[config.mk]
export PLATFORM = sky130hd
export DESIGN_NAME = percent_decoder
export DESIGN_NICKNAME = d
export VERILOG_FILES = /design/src/rtl/pd_pkg.sv /design/src/rtl/pd_step.sv /design/src/rtl/percent_decoder.sv
export SDC_FILE = /design/constraint.sdc
export NUM_CORES = 1
export LEC_CHECK = 0
export BUFFER_PORTS_ARGS = -buffer_cell sky130_fd_sc_hd__buf_2
export CORE_ASPECT_RATIO = 1.75
export CORE_MARGIN = 8
export CORE_UTILIZATION = 30
export DETAILED_ROUTE_END_ITERATION = 6
export GPL_TIMING_DRIVEN = 0
export PLACE_DENSITY = 0.57
export RECOVER_POWER = 50
export SYNTH_ARGS = -nofsm -noshare
export SYNTH_HDL_FRONTEND = slang
export SYNTH_HIERARCHICAL = 1
export SYNTH_SLANG_ARGS = --single-unit
export TNS_END_PERCENT = 20
[constraint.sdc]
create_clock -name aclk -period 4.5 [get_ports aclk]
set_clock_uncertainty 0.1 [all_clocks]
set_input_delay 0.45 -clock aclk [delete_from_list [all_inputs] [get_ports aclk]]
set_output_delay 0.45 -clock aclk [all_outputs]
set_load 0.03 [all_outputs]
[src/rtl/pd_pkg.sv]
`default_nettype none
// ----------------------------------------------------------------------------
// pd_pkg: shared types and constants of the percent decoder
// Holds the character codes, the decoder phase codes, the hex digit value
// function and the structs passed between the step logic and the top level.
// ----------------------------------------------------------------------------
package pd_pkg;

    // Character codes.
    localparam logic [7:0] CH_PERCENT = 8'h25;
    localparam logic [7:0] CH_ZERO    = 8'h30;
    localparam logic [7:0] CH_NINE    = 8'h39;
    localparam logic [7:0] CH_UPPER_A = 8'h41;
    localparam logic [7:0] CH_UPPER_Z = 8'h5A;
    localparam logic [7:0] CH_LOWER_A = 8'h61;
    localparam logic [7:0] HEX_ALPHA_OFFSET = 8'd10;
    localparam logic [7:0] CASE_FOLD  = 8'h20;

    // Decoder phase codes.
    localparam logic [1:0] PH_IDLE    = 2'd0;
    localparam logic [1:0] PH_PERCENT = 2'd1;
    localparam logic [1:0] PH_HIGH    = 2'd2;

    // Decoder state carried from one beat to the next.
    typedef struct packed {
        logic [1:0] phase;
        logic [3:0] high_nibble;
    } pd_state_t;

    // One result beat.
    typedef struct packed {
        logic       valid;
        logic [7:0] out_byte;
        logic       has_byte;
        logic       end_of_string;
    } pd_result_t;

    // Digit value of a character: x-'0' for decimal digits, otherwise
    // lowercase(x)-'a'+10 wrapped to 8 bits, with no check that x is hex.
    function automatic logic [7:0] hex_value(input logic [7:0] x);
        logic [7:0] c;
        c = x;
        if (x >= CH_ZERO && x <= CH_NINE) begin
            return x - CH_ZERO;
        end
        if (x >= CH_UPPER_A && x <= CH_UPPER_Z) begin
            c = x + CASE_FOLD;
        end
        return c - CH_LOWER_A + HEX_ALPHA_OFFSET;
    endfunction

endpackage
`default_nettype wire

[src/rtl/pd_step.sv]
`default_nettype none
// ----------------------------------------------------------------------------
// pd_step: combinational step of the percent decoder
// Given the current decoder state and one input byte, produces the next
// state and the result beat (if any) that the byte causes.
// ----------------------------------------------------------------------------
module pd_step (
    input  wire pd_pkg::pd_state_t  state_in,
    input  wire logic [7:0]         in_byte,
    input  wire logic               is_last,
    output pd_pkg::pd_state_t       state_out,
    output pd_pkg::pd_result_t      result
);

    logic [7:0] digit;
    logic       is_pct;

    assign digit  = pd_pkg::hex_value(in_byte);
    assign is_pct = (in_byte == pd_pkg::CH_PERCENT);

    // Phase walk: idle -> percent seen -> high digit held -> idle.
    always_comb begin
        state_out = state_in;
        result    = '0;
        case (state_in.phase)
            pd_pkg::PH_HIGH: begin
                // Second digit completes the escape.
                state_out.phase       = pd_pkg::PH_IDLE;
                state_out.high_nibble = 4'd0;
                result.valid          = 1'b1;
                result.out_byte       = {state_in.high_nibble, 4'd0} + digit;
                result.has_byte       = 1'b1;
                result.end_of_string  = is_last;
            end
            pd_pkg::PH_PERCENT: begin
                if (!is_last) begin
                    state_out.high_nibble = digit[3:0];
                    state_out.phase       = pd_pkg::PH_HIGH;
                end else begin
                    // The pending percent is dropped; the last byte is
                    // handled as an ordinary byte.
                    state_out.phase       = pd_pkg::PH_IDLE;
                    state_out.high_nibble = 4'd0;
                    result.valid          = 1'b1;
                    result.end_of_string  = 1'b1;
                    if (!is_pct) begin
                        result.out_byte = in_byte;
                        result.has_byte = 1'b1;
                    end
                end
            end
            default: begin
                // Idle, and the unused phase code treated the same way.
                state_out.phase = pd_pkg::PH_IDLE;
                if (is_pct) begin
                    if (is_last) begin
                        state_out.high_nibble = 4'd0;
                        result.valid          = 1'b1;
                        result.end_of_string  = 1'b1;
                    end else begin
                        state_out.phase = pd_pkg::PH_PERCENT;
                    end
                end else begin
                    result.valid         = 1'b1;
                    result.out_byte      = in_byte;
                    result.has_byte      = 1'b1;
                    result.end_of_string = is_last;
                end
            end
        endcase
    end

endmodule
`default_nettype wire

[src/rtl/percent_decoder.sv]
`default_nettype none
// ----------------------------------------------------------------------------
// percent_decoder: streaming URL percent decoder
// Decodes a byte stream one beat per cycle while the receiver keeps up, and emits decoded bytes.
// ----------------------------------------------------------------------------
// The decoder takes one input beat per clock cycle and delivers its result
// in the next cycle from an output register; the input is accepted whenever
// that register is empty or is being drained in the same cycle, so a full
// stream runs at one beat per cycle while m_tready stays high. A percent
// sign and the first digit after it produce no result beat; the second
// digit produces the decoded byte. The last beat of a string (s_tlast)
// always produces a result with m_tlast set; m_tuser low marks a result
// that carries no byte (a dangling percent sign), and then m_tdata is zero.
// ----------------------------------------------------------------------------
module percent_decoder (
    input  wire logic       aclk,
    input  wire logic       aresetn,
    // Input stream.
    input  wire logic       s_tvalid,
    output logic            s_tready,
    input  wire logic [7:0] s_tdata,   // [7:0] in_byte
    input  wire logic       s_tlast,   // is_last
    // Result stream.
    output logic            m_tvalid,
    input  wire logic       m_tready,
    output logic [7:0]      m_tdata,   // [7:0] out_byte
    output logic            m_tuser,   // has_byte
    output logic            m_tlast    // end_of_string
);

    pd_pkg::pd_state_t  state_reg;
    pd_pkg::pd_state_t  state_next;
    pd_pkg::pd_result_t step_result;

    logic       m_valid_reg;
    logic [7:0] m_byte_reg;
    logic       m_has_reg;
    logic       m_end_reg;
    logic       in_beat;

    // Accept while the output register is free or emptying this cycle.
    assign s_tready = !m_valid_reg || m_tready;
    assign in_beat  = s_tvalid && s_tready;

    pd_step u_step (
        .state_in  (state_reg),
        .in_byte   (s_tdata),
        .is_last   (s_tlast),
        .state_out (state_next),
        .result    (step_result)
    );

    // Decoder state advances on each accepted beat.
    always_ff @(posedge aclk) begin
        if (!aresetn) begin
            state_reg <= '0;
        end else if (in_beat) begin
            state_reg <= state_next;
        end
    end

    // Output register: loaded by a beat that yields a result, else drained.
    always_ff @(posedge aclk) begin
        if (!aresetn) begin
            m_valid_reg <= 1'b0;
        end else if (in_beat) begin
            m_valid_reg <= step_result.valid;
        end else if (m_tready) begin
            m_valid_reg <= 1'b0;
        end
    end

    always_ff @(posedge aclk) begin
        if (in_beat && step_result.valid) begin
            m_byte_reg <= step_result.out_byte;
            m_has_reg  <= step_result.has_byte;
            m_end_reg  <= step_result.end_of_string;
        end
    end

    assign m_tvalid = m_valid_reg;
    assign m_tdata  = m_byte_reg;
    assign m_tuser  = m_has_reg;
    assign m_tlast  = m_end_reg;

    // A result without a byte only ever comes from the last beat of a string.
    assert property (@(posedge aclk) disable iff (!aresetn)
        (m_tvalid && !m_tuser) |-> m_tlast)
        else $error("byte-less result without end of string");

    // A result without a byte carries zero data.
    assert property (@(posedge aclk) disable iff (!aresetn)
        (m_tvalid && !m_tuser) |-> (m_tdata == 8'd0))
        else $error("byte-less result with nonzero data");

    // The decoder is idle after the last beat of a string.
    assert property (@(posedge aclk) disable iff (!aresetn)
        (s_tvalid && s_tready && s_tlast) |=> (state_reg.phase == pd_pkg::PH_IDLE))
        else $error("decoder not idle after end of string");

    // A last beat always yields a result beat.
    assert property (@(posedge aclk) disable iff (!aresetn)
        (s_tvalid && s_tready && s_tlast) |=> (m_tvalid && m_tlast))
        else $error("last beat produced no end-of-string result");

endmodule
`default_nettype wire

# After elaboration in Yosys (flattened, before gate mapping)
# Index checks and enable logic that the tools add are counted.
[totals]
n_memories = 0
romBits = 0
latch_bits = 0
mem_bits_rw = 0
out_inout_bits = 12
regBits = 17
[classes]
n_bitwise = 0
eq_ne = 3
mux = 18
multipliers = 0
add_sub_neg = 5
n_div = 0
n_shift = 0
reduce_logical = 10
magnitude_cmp = 4
[ops]
columns = ["op", "n"]
rows = [
  ["two-way mux 8 bit", 4],
  ["case mux 11 bit (2 select lines)", 1],
  ["two-way mux 6 bit", 2],
  ["case mux 6 bit (2 select lines)", 1],
  ["two-way mux 11 bit", 1],
  ["two-way mux 9 bit", 1],
  ["adder 8 x 4 -> 8 bit (second input constant)", 1],
  ["adder 8 x 6 -> 8 bit (second input constant)", 1],
  ["adder 8 bit", 1],
  ["== test 8 x 6 -> 1 bit (second input constant)", 1],
  ["greater-or-equal comparator 8 x 6 -> 1 bit (second input constant)", 1],
  ["greater-or-equal comparator 8 x 7 -> 1 bit (second input constant)", 1],
  ["less-or-equal comparator 8 x 6 -> 1 bit (second input constant)", 1],
  ["less-or-equal comparator 8 x 7 -> 1 bit (second input constant)", 1],
  ["subtractor 8 x 6 -> 8 bit (second input constant)", 1],
  ["subtractor 8 x 7 -> 8 bit (second input constant)", 1],
  ["two-way mux 1 bit", 7],
  ["nonzero test 3 bit", 2],
  ["logical AND 1 bit", 4],
  ["two-way mux 4 bit", 1],
  ["AND reduction 3 bit", 1],
  ["== test 2 x 1 -> 1 bit (second input constant)", 1],
  ["== test 2 bit (second input constant)", 1],
  ["nonzero test 2 bit", 1],
  ["other kinds (2)", 2],
]

# Depth between registers and ports, before layout
[depth]
ltp_word = 10
depth_mapped = 14
depth_no_buf = 13

# Cells and area by module
# Netlist, hierarchy kept.
[by_module_without_submodules]
columns = ["mod", "n_inst", "area_per_inst_um2", "seq_area_each_um2", "cells_per_inst"]
rows = [
  ["pd_step", 1, 930.9, 0.0, 128],
  ["percent_decoder", 1, 595.6, 440.4, 41],
]

# Least setup slack after synthesis
# No wires, ideal clock.
[synth_path]
path_type = "input-to-reg"
startpoint = "in s_tdata[5]"
endpoint = "reg m_byte_reg[7] (netlist: m_tdata[7]), data pin"
path_slack_ps = 874
path_buffers = 1
cell_stages = 14
required_time_ps = 4143
t_arrival_ps = 3269
cell_sequence = "buf_4 -> inv_1 -> ha_1 -> and4bb_1 -> o22ai_2 -> nand3_1 -> xnor2_1 -> mux2_2 -> ha_1 -> a21o_1 -> a21oi_1 -> xnor2_1 -> or4_1 -> a32o_1"
[synth_lines]
columns = ["element", "line_no", "text"]
rows = [
  ["start, declared", "percent_decoder.sv:21", "input wire logic [7:0] s_tdata,"],
  ["end signal, assigned", "percent_decoder.sv:75", "m_byte_reg <= step_result.out_byte;"],
  ["end, declared", "percent_decoder.sv:36", "logic [7:0] m_byte_reg;"],
]

==> out/summary.log <==
qor: final_layout.final_layout_size_suffix_gt1_frac 0.137
qor: worst_setup_path.arrival 3.99 ns
qor: clock_network.cts-buffers-inserted 3
qor: synthesis.synth_nets 199
qor: synthesis.yosys-top-cells-area sky130_fd_sc_hd__edfxtp_1 (20%), sky130_fd_sc_hd__ha_1 (13%), sky130_fd_sc_hd__dfxtp_1 (9.2%), sky130_fd_sc_hd__nand2_1 (5.4%), sky130_fd_sc_hd__mux2i_1 (4.6%)
qor: clock_network.hold_buffers 0
qor: placed_design.port_buffers 24
qor: grt.grt_first_pass_wirelength 6230 um
qor: grt.number_of_global_route_vias_before_repair 1333
qor: synthesis.syn_area 0.00153 mm^2
qor: route.wl_per_cell 15.2 um
qor: clock_network.cts_post_setup_buffers_inserted 0
qor: floorplanning.y_dimension_of_the_die 110 um
qor: synthesis.synthesis.area_per_instance 9.03 um^2
qor: synthesis.ys_types 50
qor: hold_path.worst_hold_path_type flip-flop to flip-flop
qor: route.first_pass_iters 4
qor: final_layout.largest_register_ff_count 8
qor: clock_network.tritoncts yes
qor: clock_network.cts.htree.levels 1
qor: synthesis.synth_edf_count 10
qor: final_layout.n_antenna_cell 0
qor: synthesis.netlist_instances 169
qor: timing.grt_setup_unrepaired no
qor: worst_setup_path.startpoint_type input port
qor: flow_run.max_cap_violations 0
qor: synthesis.seq_area_frac_synth 0.289
qor: worst_setup_path.reg2reg_setup_slack 2.17 ns
qor: grt.grt_use_total 0.0990
qor: clock_network.cts-root-buf sky130_fd_sc_hd__clkbuf_8
qor: placed_design.pre_cts_ws 0.328 ns
qor: clock_network.cts_resized 0
qor: timing.post-route-worst-setup-slack 0.395 ns
qor: grt.global_route.overflow_total 0
qor: grt.antenna_found_initial 0
qor: pwr.power_per_cell_area 219 mW/mm^2
qor: clock_network.clk_latency 0.25 ns
qor: route.wirelength 3830 um
qor: route.avgViaCountPerCell 5.32
qor: pwr.leakagePower 0.000705 uW
qor: worst_setup_path.critical_path.max_fanout 9
qor: timing.period_minus_slack 4.10 ns
qor: synthesis.yosys-top-cells-count sky130_fd_sc_hd__nand2_1 (22), sky130_fd_sc_hd__ha_1 (16), sky130_fd_sc_hd__inv_1 (11), sky130_fd_sc_hd__nor2_1 (11)
qor: timing.final-setup-viol-count 0
qor: synthesis.ys_async_rst_share 0
qor: floorplanning.horizontal_die_dimension 69.9 um
qor: synthesis.ys_ff_latch 17
qor: clock_network.cts.clk_slew.worst_paths 0.07 ns
qor: route.final_antenna_net_count 0
qor: timing.timing_max_transition_violations_final 0
qor: floorplanning.fp.coreArea 0.00493 mm^2
qor: final_layout.final_core_util 0.353
qor: hold_path.hold_path_depth 2
qor: pwr.power.ir.vdd_worst 157 uV
qor: pwr.fin_total_pwr 382 uW
qor: clock_network.tritoncts_sink_count 17
qor: floorplanning.design.die.area 0.00772 mm^2
qor: synthesis.yosysWarnings 6
qor: route.num_vias 1336
qor: outcome.outcome complete, no violations
qor: worst_setup_path.crit_path_end_kind flip-flop
qor: floorplanning.starting_utilization_of_the_core_area 0.309
qor: timing.post-route-period-util 0.912
qor: timing.worst_slew_margin_rel 0.490
qor: grt.largest_net_degree_at_the_start_of_global_routing 11
qor: floorplanning.row_cnt 34
qor: synthesis.yosys_most_used_dff sky130_fd_sc_hd__edfxtp_1
qor: worst_setup_path.ff2ff_path_depth 7
qor: final_layout.final_net_count 228
qor: timing.final-hold-violation-count 0
qor: placed_design.hpwlAfterDp 3100 um
qor: final_layout.syn2layout_area_growth 14.2%
qor: synthesis.yosys.cell_count.top_type sky130_fd_sc_hd__nand2_1
qor: timing.timing.fmax 244 MHz
qor: route.drt_drc_violations_left 0
qor: floorplanning.top_level_ports 25
qor: synthesis.synth_largest_type_area_fraction 0.197
qor: worst_setup_path.criticalPathCategory input port to flip-flop
qor: timing.final.setup.tns 0 ns
qor: timing.worst_slew_pin_slew 0.764 ns
qor: route.initial_drc_count 77
qor: clock_network.ctsLongestPathBuffers 2
qor: synthesis.synth.largest_area_cell sky130_fd_sc_hd__edfxtp_1
qor: worst_setup_path.worst-endpoint-required 4.39 ns
qor: placed_design.place_congestion 0.894
-- power breakdown --
group,internal [uW],switching (uW),total [uW]
logic,36.4,63.2,99.6
clock network,62.6,47.3,110
registers,171,1.42,173
total,270,112,382
-- routing by layer --
layer,part of all wire,vias to the layer above,GRT usage
met1,0.38,615,0.0916
met2,0.55,37,0.195
met5,0,-,0
li1,-,680,-
met4,0.025,0,0.0563
met3,0.051,4,0.0206
-- path summary, 6_finish.rpt --
check                                                 end                       from
worst max-delay path                 m_tdata[7]$_DFFE_PP_                 s_tdata[4]
worst min register to register  state_reg[5]$_SDFFE_PN0P_  state_reg[5]$_SDFFE_PN0P_
worst min-delay path            state_reg[5]$_SDFFE_PN0P_  state_reg[5]$_SDFFE_PN0P_
worst max register to register       m_tdata[2]$_DFFE_PP_  state_reg[4]$_SDFFE_PN0P_
-- placed cells by master (no fill, tap or decap), types with 3 or more instances in the layout --
cell type	n
sky130_fd_sc_hd__clkbuf_8	3
sky130_fd_sc_hd__nand3_1	3
sky130_fd_sc_hd__dfxtp_1	7
sky130_fd_sc_hd__ha_1	16
sky130_fd_sc_hd__clkbuf_1	15
sky130_fd_sc_hd__nand2_1	22
sky130_fd_sc_hd__nor2b_1	5
sky130_fd_sc_hd__o21ai_0	8
sky130_fd_sc_hd__a21oi_1	10
sky130_fd_sc_hd__edfxtp_1	10
sky130_fd_sc_hd__inv_1	12
sky130_fd_sc_hd__nand2b_1	3
sky130_fd_sc_hd__buf_2	11
sky130_fd_sc_hd__mux2i_1	7
sky130_fd_sc_hd__a21boi_0	3
sky130_fd_sc_hd__a21o_1	3
sky130_fd_sc_hd__xnor2_1	6
sky130_fd_sc_hd__nor2_1	11
sky130_fd_sc_hd__nand4_1	3
sky130_fd_sc_hd__a22o_1	4
-- through the flow --
stage / hold slack, ns / area, um^2 / std cells
after floorplan: 0.355 / 1530 / 169
after global placement: 0.372 / 1710 / 247
after detailed placement: 0.379 / 1710 / 247
after CTS: 0.387 / 1760 / 251
after global routing: 0.400 / 1740 / 251
final: 0.383 / 1740 / 251
-- critical path: stages --
cell and delay [ns]:
sky130_fd_sc_hd__clkbuf_1 0.34, sky130_fd_sc_hd__inv_1 0.24, sky130_fd_sc_hd__ha_1 0.32, sky130_fd_sc_hd__and4bb_1 0.25, sky130_fd_sc_hd__o22ai_2 0.24, sky130_fd_sc_hd__nand3_1 0.21, sky130_fd_sc_hd__xnor2_1 0.18, sky130_fd_sc_hd__mux2_2 0.28
sky130_fd_sc_hd__ha_1 0.28, sky130_fd_sc_hd__a21o_1 0.15, sky130_fd_sc_hd__a21oi_1 0.16, sky130_fd_sc_hd__xnor2_1 0.09, sky130_fd_sc_hd__or4_1 0.51, sky130_fd_sc_hd__a32o_1 0.28
-- final cells by class --
cell class,instances,area (um^2)
fill,528,3190
timing repair buffer,24,104
tap,54,67.6
buffer,4,30.0
sequential,17,440
clock buffer,4,45.0
inverter,12,45.0
multi-input combinational,136,1010
-- kinds of logic after synthesis --
| kind of cell | Yosys count | share of synthesized area |
|---|---|---|
| adder cells (fa/ha/maj) | 17 | 0.144 |
| flip-flops | 17 | 0.289 |
| AO/OA/AOI/OAI | 48 | 0.235 |
| XOR/XNOR | 7 | 0.0402 |
| multiplexers | 8 | 0.0533 |
| buffers and inverters | 16 | 0.0492 |
| AND/OR/NAND/NOR | 56 | 0.189 |
Power figures use the tool's default switching activity.
